**config.mk**
```make
export PLATFORM = sky130hd
export DESIGN_NAME = binary_weight_approximation_top
export DESIGN_NICKNAME = d
export VERILOG_FILES = /design/src/rtl/bwa_pkg.sv /design/src/rtl/binary_weight_approximation_top.sv /design/src/rtl/bwa_divider.sv
export SDC_FILE = /design/constraint.sdc
export NUM_CORES = 1
export LEC_CHECK = 0
export ABC_AREA = 1
export BUFFER_PORTS_ARGS = -buffer_cell sky130_fd_sc_hd__buf_2
export CAP_MARGIN = 20
export CORE_MARGIN = 8
export CORE_UTILIZATION = 60
export DETAILED_ROUTE_END_ITERATION = 12
export GPL_ROUTABILITY_DRIVEN = 0
export PLACE_DENSITY = 0.81
export REMOVE_ABC_BUFFERS = 1
export SYNTH_ARGS = -nofsm -noshare
export SYNTH_HDL_FRONTEND = slang
export SYNTH_HIERARCHICAL = 1
export SYNTH_SLANG_ARGS = --single-unit
```
**constraint.sdc**
```tcl
create_clock -name clock -period 3.9 [get_ports clock]
set_input_delay 0.585 -clock clock [delete_from_list [all_inputs] [get_ports clock]]
set_output_delay 0.585 -clock clock [all_outputs]
set_load 0.02 [all_outputs]
```
**src/rtl/bwa_pkg.sv**
```systemverilog
`timescale 1ns / 1ps
`default_nettype none

package bwa_pkg;

   // Fixed sample format: signed Q8.8.
   localparam int SAMPLE_WIDTH = 16;
   // Result carries +/- alpha, and alpha can reach 2^(SAMPLE_WIDTH-1).
   localparam int SCALED_WIDTH = SAMPLE_WIDTH + 1;
   // Default capacity of one set.
   localparam int MAX_ELEMS_DEFAULT = 64;

   typedef struct packed {
      logic signed [SAMPLE_WIDTH-1:0] sample;
      logic                           last_in;
   } req_type;

   typedef struct packed {
      logic signed [SCALED_WIDTH-1:0] scaled;
      logic                           positive;
      logic                           last_out;
      logic                           overflowed;
   } rsp_type;

   typedef enum logic [2:0] {
      ST_IDLE,
      ST_DIV_START,
      ST_DIV_WAIT,
      ST_EMIT,
      ST_DRAIN
   } state_type;

endpackage

`default_nettype wire

```
**src/rtl/binary_weight_approximation_top.sv**
```systemverilog
`timescale 1ns / 1ps
`default_nettype none

// Channel    | Ports                      | Handshake
// -----------+----------------------------+------------------------------------
// request    | start, busy, req_data      | taken at a clock edge with start=1, busy=0
// result     | rsp_strobe, rsp_data       | one cycle per result, no back-pressure
//
// Sequence: each request of a set is stored as it is taken, up to capacity. The
//   request marked last starts the end-of-set pass: the divider is loaded and
//   runs a bit-serial divide of the SUM_W-bit sum (22 bits at the defaults),
//   alpha is latched, then one result per cycle comes from the sign memory read
//   port, followed by a drain state that clears the set.
// Reset: synchronous, active high; clears sum, count, overflow flag and the
//   sequencer. The sign memory is not cleared; only entries of the current set
//   are read.
// Stalls: busy is high from the last request until the final result has been
//   shown. The receiver cannot stall, so the emit phase never waits.
module binary_weight_approximation_top #(
   parameter int MAX_ELEMS = bwa_pkg::MAX_ELEMS_DEFAULT
) (
   input  wire logic             clock,
   input  wire logic             reset,
   input  wire logic             start,
   output logic                  busy,
   input  wire bwa_pkg::req_type req_data,
   output logic                  rsp_strobe,
   output bwa_pkg::rsp_type      rsp_data
);

   localparam int SW     = bwa_pkg::SAMPLE_WIDTH;
   localparam int CNT_W  = $clog2(MAX_ELEMS + 1);
   localparam int ADDR_W = (MAX_ELEMS > 1) ? $clog2(MAX_ELEMS) : 1;
   // Largest sum is MAX_ELEMS * 2^(SW-1).
   localparam int SUM_W  = SW + ((MAX_ELEMS > 1) ? $clog2(MAX_ELEMS) : 0);

   bwa_pkg::state_type state_ff, state_in;

   logic [SUM_W-1:0] sum_ff, sum_in;
   logic [CNT_W-1:0] count_ff, count_in;
   logic             ovf_ff, ovf_in;
   logic [CNT_W-1:0] rd_idx_ff, rd_idx_in;
   logic             rd_valid_ff, rd_valid_in;
   logic             rd_last_ff, rd_last_in;
   logic [SW-1:0]    alpha_ff, alpha_in;
   logic             sign_q_ff;

   logic             sign_mem [MAX_ELEMS];

   logic             accept;
   logic             room;
   logic             sample_neg;
   logic [SW-1:0]    sample_mag;
   logic             last_read;

   logic             div_start;
   logic             rd_en;
   logic             set_clear;

   logic             div_done;
   logic [SUM_W-1:0] div_quotient;

   logic [SW:0]      alpha_ext;

   assign accept = start && !busy;
   assign room   = count_ff < CNT_W'(MAX_ELEMS);

   // Zero counts as positive; the most negative sample maps to 2^(SW-1).
   assign sample_neg = req_data.sample[SW-1];
   assign sample_mag = sample_neg ? (~req_data.sample + SW'(1)) : req_data.sample;

   assign last_read = rd_idx_ff == (count_ff - CNT_W'(1));

   // Next state
   always_comb begin
      state_in = state_ff;
      case (state_ff)
         bwa_pkg::ST_IDLE: begin
            if (accept && req_data.last_in) state_in = bwa_pkg::ST_DIV_START;
         end
         bwa_pkg::ST_DIV_START: begin
            state_in = bwa_pkg::ST_DIV_WAIT;
         end
         bwa_pkg::ST_DIV_WAIT: begin
            if (div_done) state_in = bwa_pkg::ST_EMIT;
         end
         bwa_pkg::ST_EMIT: begin
            if (last_read) state_in = bwa_pkg::ST_DRAIN;
         end
         bwa_pkg::ST_DRAIN: begin
            state_in = bwa_pkg::ST_IDLE;
         end
         default: begin
            state_in = bwa_pkg::ST_IDLE;
         end
      endcase
   end

   // Sequencer outputs
   always_comb begin
      busy      = 1'b1;
      div_start = 1'b0;
      rd_en     = 1'b0;
      set_clear = 1'b0;
      case (state_ff)
         bwa_pkg::ST_IDLE:      busy      = 1'b0;
         bwa_pkg::ST_DIV_START: div_start = 1'b1;
         bwa_pkg::ST_DIV_WAIT:  busy      = 1'b1;
         bwa_pkg::ST_EMIT:      rd_en     = 1'b1;
         bwa_pkg::ST_DRAIN:     set_clear = 1'b1;
         default:               busy      = 1'b1;
      endcase
   end

   // Accumulate while loading; drop samples past capacity and flag the set.
   always_comb begin
      sum_in   = sum_ff;
      count_in = count_ff;
      ovf_in   = ovf_ff;
      if (set_clear) begin
         sum_in   = '0;
         count_in = '0;
         ovf_in   = 1'b0;
      end else if (accept) begin
         if (room) begin
            sum_in   = sum_ff + SUM_W'(sample_mag);
            count_in = count_ff + CNT_W'(1);
         end else begin
            ovf_in = 1'b1;
         end
      end
   end

   // Walk the sign memory once alpha is known.
   always_comb begin
      rd_idx_in   = rd_en ? (rd_idx_ff + CNT_W'(1)) : '0;
      rd_valid_in = rd_en;
      rd_last_in  = rd_en && last_read;
      alpha_in    = div_done ? div_quotient[SW-1:0] : alpha_ff;
   end

   always_ff @(posedge clock) begin
      if (reset) begin
         state_ff    <= bwa_pkg::ST_IDLE;
         sum_ff      <= '0;
         count_ff    <= '0;
         ovf_ff      <= 1'b0;
         rd_idx_ff   <= '0;
         rd_valid_ff <= 1'b0;
         rd_last_ff  <= 1'b0;
      end else begin
         state_ff    <= state_in;
         sum_ff      <= sum_in;
         count_ff    <= count_in;
         ovf_ff      <= ovf_in;
         rd_idx_ff   <= rd_idx_in;
         rd_valid_ff <= rd_valid_in;
         rd_last_ff  <= rd_last_in;
      end
      alpha_ff <= alpha_in;
   end

   // Sign memory: store 1 for a zero or positive sample.
   always_ff @(posedge clock) begin
      if (accept && room) begin
         sign_mem[count_ff[ADDR_W-1:0]] <= !sample_neg;
      end
      if (rd_en) begin
         sign_q_ff <= sign_mem[rd_idx_ff[ADDR_W-1:0]];
      end
   end

   // alpha = floor(sum / count); count is at least one at the end of a set.
   bwa_divider #(
      .DIVIDEND_W (SUM_W),
      .DIVISOR_W  (CNT_W)
   ) u_divider (
      .clock    (clock),
      .reset    (reset),
      .start    (div_start),
      .dividend (sum_ff),
      .divisor  (count_ff),
      .done     (div_done),
      .quotient (div_quotient)
   );

   // Drive the result from the read register; negate alpha for negative signs.
   assign alpha_ext           = {1'b0, alpha_ff};
   assign rsp_strobe          = rd_valid_ff;
   assign rsp_data.scaled     = sign_q_ff ? alpha_ext : (~alpha_ext + (SW + 1)'(1));
   assign rsp_data.positive   = sign_q_ff;
   assign rsp_data.last_out   = rd_last_ff;
   assign rsp_data.overflowed = ovf_ff;

   a_strobe_in_emit: assert property (@(posedge clock) disable iff (reset)
      rsp_strobe |-> (state_ff == bwa_pkg::ST_EMIT || state_ff == bwa_pkg::ST_DRAIN))
      else $error("result strobe outside the emit phase");

   a_count_bound: assert property (@(posedge clock) disable iff (reset)
      count_ff <= CNT_W'(MAX_ELEMS))
      else $error("element count beyond capacity");

   a_last_clears: assert property (@(posedge clock) disable iff (reset)
      (rsp_strobe && rsp_data.last_out) |=>
         (state_ff == bwa_pkg::ST_IDLE && count_ff == '0 && !ovf_ff))
      else $error("set not cleared after final result");

   a_emit_nonempty: assert property (@(posedge clock) disable iff (reset)
      (state_ff == bwa_pkg::ST_DIV_START) |-> (count_ff != '0))
      else $error("set ended with no stored samples");

endmodule

`default_nettype wire

```
**src/rtl/bwa_divider.sv**
```systemverilog
`timescale 1ns / 1ps
`default_nettype none

// Restoring divider, one quotient bit per cycle.
module bwa_divider #(
   parameter int DIVIDEND_W = 22,
   parameter int DIVISOR_W  = 7
) (
   input  wire logic                  clock,
   input  wire logic                  reset,
   input  wire logic                  start,
   input  wire logic [DIVIDEND_W-1:0] dividend,
   input  wire logic [DIVISOR_W-1:0]  divisor,
   output logic                       done,
   output logic [DIVIDEND_W-1:0]      quotient
);

   localparam int CNT_W = $clog2(DIVIDEND_W + 1);

   logic                  running_ff, running_in;
   logic                  done_ff, done_in;
   logic [CNT_W-1:0]      cnt_ff, cnt_in;
   logic [DIVIDEND_W-1:0] quo_ff, quo_in;
   logic [DIVISOR_W-1:0]  rem_ff, rem_in;
   logic [DIVISOR_W-1:0]  divisor_ff, divisor_in;

   logic [DIVISOR_W:0]    rem_shift;
   logic [DIVISOR_W:0]    rem_sub;
   logic                  fits;

   always_comb begin
      rem_shift = {rem_ff, quo_ff[DIVIDEND_W-1]};
      fits      = rem_shift >= {1'b0, divisor_ff};
      rem_sub   = rem_shift - {1'b0, divisor_ff};

      running_in = running_ff;
      done_in    = 1'b0;
      cnt_in     = cnt_ff;
      quo_in     = quo_ff;
      rem_in     = rem_ff;
      divisor_in = divisor_ff;

      if (start) begin
         running_in = 1'b1;
         cnt_in     = CNT_W'(DIVIDEND_W);
         quo_in     = dividend;
         rem_in     = '0;
         divisor_in = divisor;
      end else if (running_ff) begin
         // shift in one dividend bit, subtract when the divisor fits
         rem_in = fits ? rem_sub[DIVISOR_W-1:0] : rem_shift[DIVISOR_W-1:0];
         quo_in = {quo_ff[DIVIDEND_W-2:0], fits};
         cnt_in = cnt_ff - CNT_W'(1);
         if (cnt_ff == CNT_W'(1)) begin
            running_in = 1'b0;
            done_in    = 1'b1;
         end
      end
   end

   always_ff @(posedge clock) begin
      if (reset) begin
         running_ff <= 1'b0;
         done_ff    <= 1'b0;
         cnt_ff     <= '0;
      end else begin
         running_ff <= running_in;
         done_ff    <= done_in;
         cnt_ff     <= cnt_in;
      end
      quo_ff     <= quo_in;
      rem_ff     <= rem_in;
      divisor_ff <= divisor_in;
   end

   assign done     = done_ff;
   assign quotient = quo_ff;

   a_done_ends_run: assert property (@(posedge clock) disable iff (reset)
      done_ff |-> ($past(running_ff) && !running_ff))
      else $error("divider done without a preceding run");

   a_rem_below_divisor: assert property (@(posedge clock) disable iff (reset)
      (running_ff && divisor_ff != '0) |-> (rem_ff < divisor_ff))
      else $error("divider remainder not below divisor");

   a_start_runs: assert property (@(posedge clock) disable iff (reset)
      start |=> (running_ff && cnt_ff == CNT_W'(DIVIDEND_W)))
      else $error("divider did not load on start");

endmodule

`default_nettype wire
```
==> results of run 1 <==
==> state kept, by name, indices dropped and copies added (netlist names), 3 cells and up <==
| signal | cells |
|---|---|
| u_divider/rem_ff | 7 |
| sign_mem | 64 |
| state_ff | 3 |
| sum_ff | 22 |
| u_divider/cnt_ff | 5 |
| alpha_ff | 16 |
| u_divider/divisor_ff | 7 |
| u_divider/quotient | 22 |
| rd_idx_ff | 7 |
| count_ff | 7 |
==> kinds of logic after synthesis <==
logic type                 count (synthesis)  synth area share, %
adders and majority gates                 35                4.958
and+or+nand+nor                          557                26.26
xor gates and xnor gates                  33                3.164
AOI/OAI and AO/OA                        158                10.04
DFF                                      166                48.43
buffers and inverters                    159                7.150
==> power groups by stage <==
stage          clock [uW]  sequential (uW)  combinational, uW
6_report             1620             2430               1750
5_1_grt              1720             2450               1990
4_1_cts              1640             2420               1740
3_5_place_dp            0             2460               1730
3_3_place_gp            0             2440               1670
2_1_floorplan           0             2390               1340
==> worst register-to-register path: stages, from the launching register on <==
cell	delay, ps
dfxtp_1	840
inv_2	470
o21ai_0	310
o22ai_1	130
nand2_1	80
nand2_1	50
a21oi_1	150
nand2_1	70
nand3_1	70
nand2_1	100
==> path summary, 6_finish.rpt <==
kind                              start                  end
setup / recovery              sign_q_ff         rsp_data[18]
hold / removal                    reset  u_divider/cnt_ff[4]
setup reg to reg           rd_idx_ff[0]            sign_q_ff
hold reg to reg   u_divider/quotient[9]          alpha_ff[9]
==> area by class of cell <==
cell class                 count  area, sq um  area share, %
timing repair buffer          47        250.2          2.490
clock inverter                15        160.2          1.593
tap                          188        235.2          2.340
sequential                   166         4424          44.02
multi-input combinational    783         4069          40.48
inverter                     129        486.7          4.843
clock buffer                  17        425.4          4.233
==> synth_stat cells (8+ instances only) <==
cell type    n
dfxtp_1     56
buf_2       16
inv_1      120
nor3_1      17
o21ai_0     58
ha_1        33
a31oi_1      8
nand3_1     72
edfxtp_1   110
o21a_1       8
nor2_1     172
o211ai_1    14
a21oi_1     47
xnor2_1     14
xor2_1      19
nand2_1    253
==> layer usage <==
| metal | vias up | wire length, microns | track usage (%) |
|---|---|---|---|
| met5 | - | 0 | 0 |
| met4 | 0 | 460 | 9.185 |
| met3 | 31 | 1414 | 4.480 |
| met2 | 225 | 9635 | 34.76 |
| met1 | 3471 | 8800 | 27.06 |
| li1 | 3748 | - | - |
==> per-stage QoR <==
stage          instances  instance area (sq um)  TNS, ps
2_1_floorplan       1078                   8969   -13280
5_1_grt             1345                  10050        0
4_1_cts             1345                  10050        0
3_5_place_dp        1313                   9465        0
6_report            1345                  10050        0
3_3_place_gp        1313                   9465        0
==> impl_metrics.csv, run 1 <==
group,metric,value,unit
status,status,"finished, final reports clean",
cells_and_area,diodes,0,
logic_synthesis,synth-edff-count,110,
cts,clockBufferDepth,2,
cts,cts.sinks,166,
sta,final.setup.worst_slack,881.8,ps
sta,fin_crit_sh,77.39,%
route,wirelength,20310,microns
logic_synthesis,synth.avg_cell_area,8.245,sq um
global_route,grtUsageTotal,21.35,%
global_route,first_global_vias,6992,
route,vias,7475,
route,wire_per_inst,15.10,microns
sta,rsz0062_at_grt,"no",
sta,setup_viol,0,
flow_run,max-cap-violations,0,
cts,cts_tree,"done",
sta,worstMarginPinSlew,914.2,ps
die,die_x,139.4,microns
pwr,power.density,577.1,nW/um^2
cts,post_cts_buffers,0,
setup_path,cp_top_family,"flip-flops",
cts,cts_resized,0,
setup_path,worstPathRequired,3310,ps
sta,min_period,3018,ps
die,initial_core_util,60.77,%
cts,htree_levels,4,
logic_synthesis,synth_seq_cells,166,
cts,path_clk_slew,70,ps
sta,maxSlewHeadroom,38.99,%
hold_path,hold_depth,2,
place,numPortBuffers,41,
setup_path,crit_fanout,12,
global_route,grt_pass1_wl,33800,microns
die,boundaryPins,42,
place,dpl.hpwl,14350,microns
logic_synthesis,yosysTopAreaCellShare,36.16,%
sta,fin_hold_ws,437.2,ps
pwr,leakagePower,0.004276,uW
cts,clock_latency,430,ps
global_route,overflow,0,
cts,root_buffer,"clkbuf_16",
die,die_height,139.4,microns
logic_synthesis,netlist_area,9135,sq um
setup_path,worstSetupPathDepth,8,
cells_and_area,post-route-util,66.86,%
pwr,seqPwrFrac,41.8,%
route,drt_first_pass_iters,6,
pwr,power_frac_comb,30.2,%
pwr,intPower,3673,uW
logic_synthesis,yosys_warnings,6,
pwr,finalPower,5800,uW
die,rows,45,
setup_path,cp_slowest_cell,"edfxtp_1",
global_route,antenna_found_initial,0,
sta,fmax,331.3,MHz
logic_synthesis,yosysSeqAreaShare,48.43,%
cells_and_area,fill_cells,1188,
sta,finalHoldViolCount,0,
cts,cts_buffers,17,
sta,slew_violations,0,
cells_and_area,mostFrequentLayoutCells,"253 x nand2_1, 172 x nor2_1, 120 x inv_1",
logic_synthesis,yosys-top-cells-area,"edfxtp_1 36%, dfxtp_1 12%, nand2_1 10%, nor2_1 7.1%, inv_1 4.9%",
logic_synthesis,async_flop_share,0,%
route,viasPerCell,5.558,
cells_and_area,final_common_cell,"nand2_1",
logic_synthesis,synth_top_area_cell,"edfxtp_1",
die,core_area,15030,sq um
pwr,peakVddDrop,0.4510,mV
setup_path,cp-start-kind,"flop",
pwr,p_clk_share,27.9,%
setup_path,worstPathCellList,"inv_1 > nand2_1 > o21a_1 > o211ai_1 > nor2_1 > o21ai_0 > xor2_1 > buf_2",
setup_path,crit_path_end_kind,"output pin",
route,drt_iter0_markers,810,
sta,finalClockSkew,10.07,ps
setup_path,worst-path-buf-inv,2,
global_route,grt_max_degree,68,
setup_path,arrival,2430,ps
route,drc,0,
logic_synthesis,synthCells,1108,
route,final_antenna_net_count,0,
setup_path,crit_type,"reg2out",
pwr,swShare,36.67,%
place,place_ws,876.1,ps
cells_and_area,area_growth,10.03,%
setup_path,ff2ff_setup_slack,1380,ps
setup_path,r2r_cells,9,
setup_path,slowest_delay,610,ps
hold_path,holdCritPathClass,"in2reg",
cells_and_area,fin_nets,1199,
die,dieArea,19430,sq um
cells_and_area,drive_gt1_share,10.20,%
pwr,switchingPower,2127,uW
logic_synthesis,synthFlopType,"edfxtp_1",
cts,hold_buffers,0,
logic_synthesis,synth_cell_type_count,49,
Note: power is estimated with default switching activity, not from simulation.
==> inputs of run 2 (changes only) <==
--- a/config.mk
+++ b/config.mk
@@ -9,10 +9,10 @@
 export BUFFER_PORTS_ARGS = -buffer_cell sky130_fd_sc_hd__buf_2
 export CAP_MARGIN = 20
 export CORE_MARGIN = 8
-export CORE_UTILIZATION = 60
+export CORE_UTILIZATION = 56
 export DETAILED_ROUTE_END_ITERATION = 12
 export GPL_ROUTABILITY_DRIVEN = 0
-export PLACE_DENSITY = 0.81
+export PLACE_DENSITY = 0.8
 export REMOVE_ABC_BUFFERS = 1
 export SYNTH_ARGS = -nofsm -noshare
 export SYNTH_HDL_FRONTEND = slang
==> constraint.sdc (replaced) <==
create_clock -name clock -period 2.5 [get_ports clock]
set_input_delay 0.375 -clock clock [delete_from_list [all_inputs] [get_ports clock]]
set_output_delay 0.375 -clock clock [all_outputs]
set_load 0.02 [all_outputs]
==> impl_metrics.csv, run 2 (synthesized netlist as in run 1, its figures left out) <==
group,metric,value,unit
setup_path,arrival,2070,ps
global_route,overflow,0,
flow_run,max-cap-violations,0,
sta,min_period,2443,ps
die,die_x,143.7,microns
die,rows,46,
sta,finalHoldViolCount,0,
hold_path,holdCritPathClass,"in2reg",
die,die_height,143.7,microns
cells_and_area,fill_cells,1205,
sta,maxSlewHeadroom,55.77,%
pwr,leakagePower,0.004548,uW
global_route,grt_pass1_wl,34990,microns
sta,fmax,409.3,MHz
route,drc,0,
cts,cts_buffers,17,
setup_path,r2r_cells,7,
route,wire_per_inst,15.21,microns
setup_path,slowest_delay,410,ps
cells_and_area,final_cells,1424,
setup_path,cp_slowest_cell,"edfxtp_1",
pwr,peakVddDrop,0.5959,mV
sta,finalClockSkew,9.444,ps
place,numPortBuffers,41,
cts,clock_latency,430,ps
setup_path,worstPathRequired,2120,ps
global_route,grt_max_degree,65,
route,vias,7808,
route,drt_first_pass_iters,5,
cts,cts.sinks,166,
cells_and_area,final_common_cell,"nand2_1",
route,drt_iter0_markers,746,
setup_path,cp-start-kind,"flop",
cells_and_area,area_growth,16.52,%
cts,root_buffer,"clkbuf_16",
hold_path,hold_depth,3,
route,viasPerCell,5.483,
setup_path,crit_path_end_kind,"output pin",
status,status,"finished, final reports clean",
die,boundaryPins,42,
cts,cts_tree,"done",
sta,rsz0062_at_grt,"yes",
cells_and_area,drive_gt1_share,16.24,%
cells_and_area,largest_reg_flops,64,
global_route,antenna_found_initial,1,
cells_and_area,mostFrequentLayoutCells,"248 x nand2_1, 170 x nor2_1, 116 x inv_1",
global_route,first_global_vias,7332,
sta,worstMarginPinSlew,661.3,ps
cells_and_area,fin_nets,1249,
die,core_area,15940,sq um
place,dpl.hpwl,14790,microns
cells_and_area,post-route-util,66.76,%
setup_path,worstPathCellList,"inv_2 > ha_4 > nand3_4 > nor3_4 > nand3_2 > nor2_4 > a21oi_2 > xor2_1 > buf_4",
cells_and_area,seqCellArea,4424,sq um
cts,path_clk_slew,60,ps
sta,tns,0,ps
sta,slew_violations,0,
place,dp.cells,1385,
sta,fin_crit_sh,97.73,%
pwr,power.density,896.2,nW/um^2
setup_path,crit_fanout,3,
setup_path,crit_type,"reg2out",
route,final_antenna_net_count,0,
cts,clockBufferDepth,2,
cts,hold_buffers,0,
global_route,grtUsageTotal,21.22,%
sta,setup_viol,0,
cts,htree_levels,4,
die,dieArea,20660,sq um
cells_and_area,multi_input_area,4194,sq um
route,wirelength,21660,microns
die,initial_core_util,57.30,%
## run 2: changes by cell type in the layout (fill, tap and decap cells not counted), sizes merged
cell and change:
clkinvlp +1, diode +1, bufinv +3, inv -1, clkbuf +1, clkinv -4
buf +50
## run 2: routing by layer
| layer | track usage (%) | part of all wire, % |
|---|---|---|
| met5 | 0 | 0.060 |
| met4 | 8.467 | 2.3 |
| met3 | 3.517 | 6.6 |
| met2 | 35.20 | 49 |
| met1 | 27.12 | 42 |
## run 2: per-stage QoR
stage / cell area [sq um] / setup WS [ps] / power, uW / hold WS, ps
after CTS: 10480 / 19.92 / 9486 / 215.3
final: 10640 / 56.74 / 9540 / 229.9
after global routing: 10640 / -85.04 / 10110 / 236.8
after global placement: 9843 / -180.8 / 6646 / 433.0
after floorplan: 8969 / -1974 / 5806 / 426.8
after detailed placement: 9843 / -256.0 / 6757 / 437.0
## run 2: path summary, 6_finish.rpt
path | start | slack, ps | end
max | alpha_ff[0] | 60 | rsp_data[17]
min | req_data[0] | 230 | state_ff[1]
max reg2reg | rd_idx_ff[0] | 350 | sign_q_ff
min reg2reg | u_divider/quotient[4] | 450 | alpha_ff[4]
## run 2: final cells by class
type / instances / area share, %
flip-flops and latches: 166 / 41.57
clock buffers: 18 / 4.032
well taps: 216 / 2.539
multi-input cells: 783 / 39.40
clock inverters: 14 / 1.799
inverters: 129 / 4.573
diodes: 1 / 0.02351
repair buffers: 97 / 6.066
## run 2: repair_timing
action	4_1_cts	5_1_grt
pin swaps	1	12
gates resized for setup	2	38
setup buffers	1	5
hold endpoints to repair	0	0
endpoints found under the setup margin	4	13
## run 2: report_power, final
group	internal, uW	switching (uW)	total, uW	leakage [uW]
combinational	1140	1920	3060	0.00279
sequential	3470	283	3760	0.00146
clock	1600	1120	2720	0.000297
## run 2: worst max-delay path: cells and delay by family (launching register included)
kind	cells	cell delay [ps]
simple gates	4	590
flops	1	410
buf+inv	2	260
xor+xnor	1	160
compound gates	1	70
fa+ha+maj	1	150
==> inputs of run 3 (changes only) <==
==> constraint.sdc (replaced) <==
create_clock -name clock -period 2.2 [get_ports clock]
set_input_delay 0.33 -clock clock [delete_from_list [all_inputs] [get_ports clock]]
set_output_delay 0.33 -clock clock [all_outputs]
set_load 0.02 [all_outputs]
==> impl_metrics.csv, run 3 (synthesized netlist as in run 1, its figures left out) <==
group,metric,value,unit
global_route,grtUsageTotal,21.67,%
cells_and_area,diodes,0,
route,drc,0,
die,die_x,143.7,microns
flow_run,max-cap-violations,0,
setup_path,crit_fanout,4,
pwr,finalPower,11110,uW
cts,cts.sinks,166,
sta,slew_violations,0,
global_route,grt_max_degree,65,
sta,maxSlewHeadroom,59.07,%
route,drt_iter0_markers,702,
place,dp.cells,1403,
pwr,power.density,1000,nW/um^2
setup_path,arrival,2760,ps
cells_and_area,fill_cells,1162,
sta,finalHoldViolCount,0,
setup_path,cp_slowest_cell,"ha_1",
cells_and_area,largest_reg_flops,64,
setup_path,slowest_delay,390,ps
die,initial_core_util,57.30,%
route,final_antenna_net_count,0,
global_route,grtUsageMet1,26.70,%
setup_path,crit_top_cell,"nor2_1",
hold_path,hold_depth,2,
cells_and_area,drive_gt1_share,22.03,%
cts,cts_tree,"done",
setup_path,worstPathCellList,"buf_6 > or2_4 > nor2_4 > nand2_2 > o21ai_4 > a31oi_2 > xor2_1 > ha_1 > a21oi_2 > buf_4 > nor2_1 > nor2_1 > nand2_2 > nand3_2 > nand2_1 > nor2_1",
cells_and_area,area_growth,21.56,%
route,wirelength,23170,microns
sta,setup_viol,14,
sta,final.setup.worst_slack,-191.4,ps
route,viasPerCell,5.571,
sta,rsz0062_at_grt,"yes",
die,core_area,15940,sq um
setup_path,worstPathRequired,2560,ps
place,dpl.hpwl,14970,microns
die,boundaryPins,42,
global_route,use_met3,4.413,%
hold_path,holdCritPathClass,"in2reg",
setup_path,crit_type,"in2reg",
global_route,use_met2,36.45,%
die,rows,46,
global_route,busiest_layer,"met2",
sta,worstMarginPinSlew,607.5,ps
cts,root_buffer,"clkbuf_16",
cts,clockBufferDepth,2,
die,dieArea,20660,sq um
cts,htree_levels,4,
cts,path_clk_slew,70,ps
global_route,grt_pass1_wl,35690,microns
place,numPortBuffers,41,
sta,fmax,418.2,MHz
cells_and_area,mostFrequentLayoutCells,"242 x nand2_1, 166 x nor2_1, 110 x inv_1, 110 x edfxtp_1, 92 x buf_4",
die,die_height,143.7,microns
cts,cts_buffers,17,
sta,min_period,2391,ps
route,drt_first_pass_iters,7,
global_route,first_global_vias,7447,
cts,clock_latency,420,ps
setup_path,crit_path_end_kind,"flop",
sta,finalClockSkew,8.579,ps
route,wire_per_inst,15.93,microns
pwr,peakVddDrop,0.6921,mV
sta,fin_crit_sh,108.7,%
status,status,"finished, violations left",
global_route,overflow,0,
global_route,antenna_found_initial,0,
setup_path,r2r_cells,10,
route,vias,8106,
cells_and_area,fin_nets,1281,
pwr,leakagePower,0.004742,uW
cells_and_area,final_cells,1455,
setup_path,cp-start-kind,"input port",
cells_and_area,final_common_cell,"nand2_1",
status,violations,"setup timing",
## run 3: cell types whose count changed in the layout (fill, tap and decap cells not counted), sizes merged
cell and delta:
buf +32, inv +3, clkbuf -1, diode -1
bufinv -1, clkinv -1
## run 3: routing by layer
metal  vias up  routed length [microns]
li1       3905                        -
met1      3811                     9526
met2       340                    11460
met3        50                     1617
met4         0                      565
met5         -                        0
## run 3: final timing paths
kind                          from                   to  slack (ps)
max                    req_data[9]           sum_ff[21]        -190
max reg2reg            state_ff[2]            sum_ff[8]         140
min                          reset  u_divider/cnt_ff[1]         210
min reg2reg  u_divider/quotient[4]          alpha_ff[4]         450
## run 3: area by class of cell
class,count,area (sq um),share of cell area (%)
Sequential cell,166,4427,39.86
Multi-Input combinational cell,783,4370,39.36
Timing Repair Buffer,129,935.9,8.428
Inverter,129,494.2,4.451
Clock buffer,17,425.4,3.831
Tap cell,216,270.3,2.434
Clock inverter,15,181.4,1.634
## run 3: worst max-delay path: cells and delay by family
kind / cells / cell delay, ps
and+or+nand+nor: 9 / 1000
adders and majority gates: 1 / 390
AOI/OAI and AO/OA: 3 / 590
xor gates and xnor gates: 1 / 200
buffers and inverters: 2 / 230
## run 3: per-stage QoR
step                      setup TNS [ps]  util, %  hold WS [ps]  area [sq um]  setup WS, ps
after floorplan                  -119700        -         399.1          8969         -2274
after global placement             -5201    62.51         434.8          9966        -448.4
after detailed placement           -5891    62.51         434.2          9966        -492.8
after CTS                         -907.3    67.03         181.0         10690        -186.1
after global routing               -3046    69.65         198.0         11100        -294.3
final                              -1072    69.65         209.6         11100        -191.4
## run 3: power breakdown
part,internal [uW],switching (uW)
combinational,1410,2330
sequential,3950,340
clock,1720,1350
total,7090,4020
## run 3: repair_timing
item | 4_1_cts | 5_1_grt
resized for setup | 20 | 96
cloned | 0 | 0
setup endpoints to repair | 14 | 27
hold buffers | 0 | 0
pin swaps | 11 | 42
buffers inserted | 7 | 15
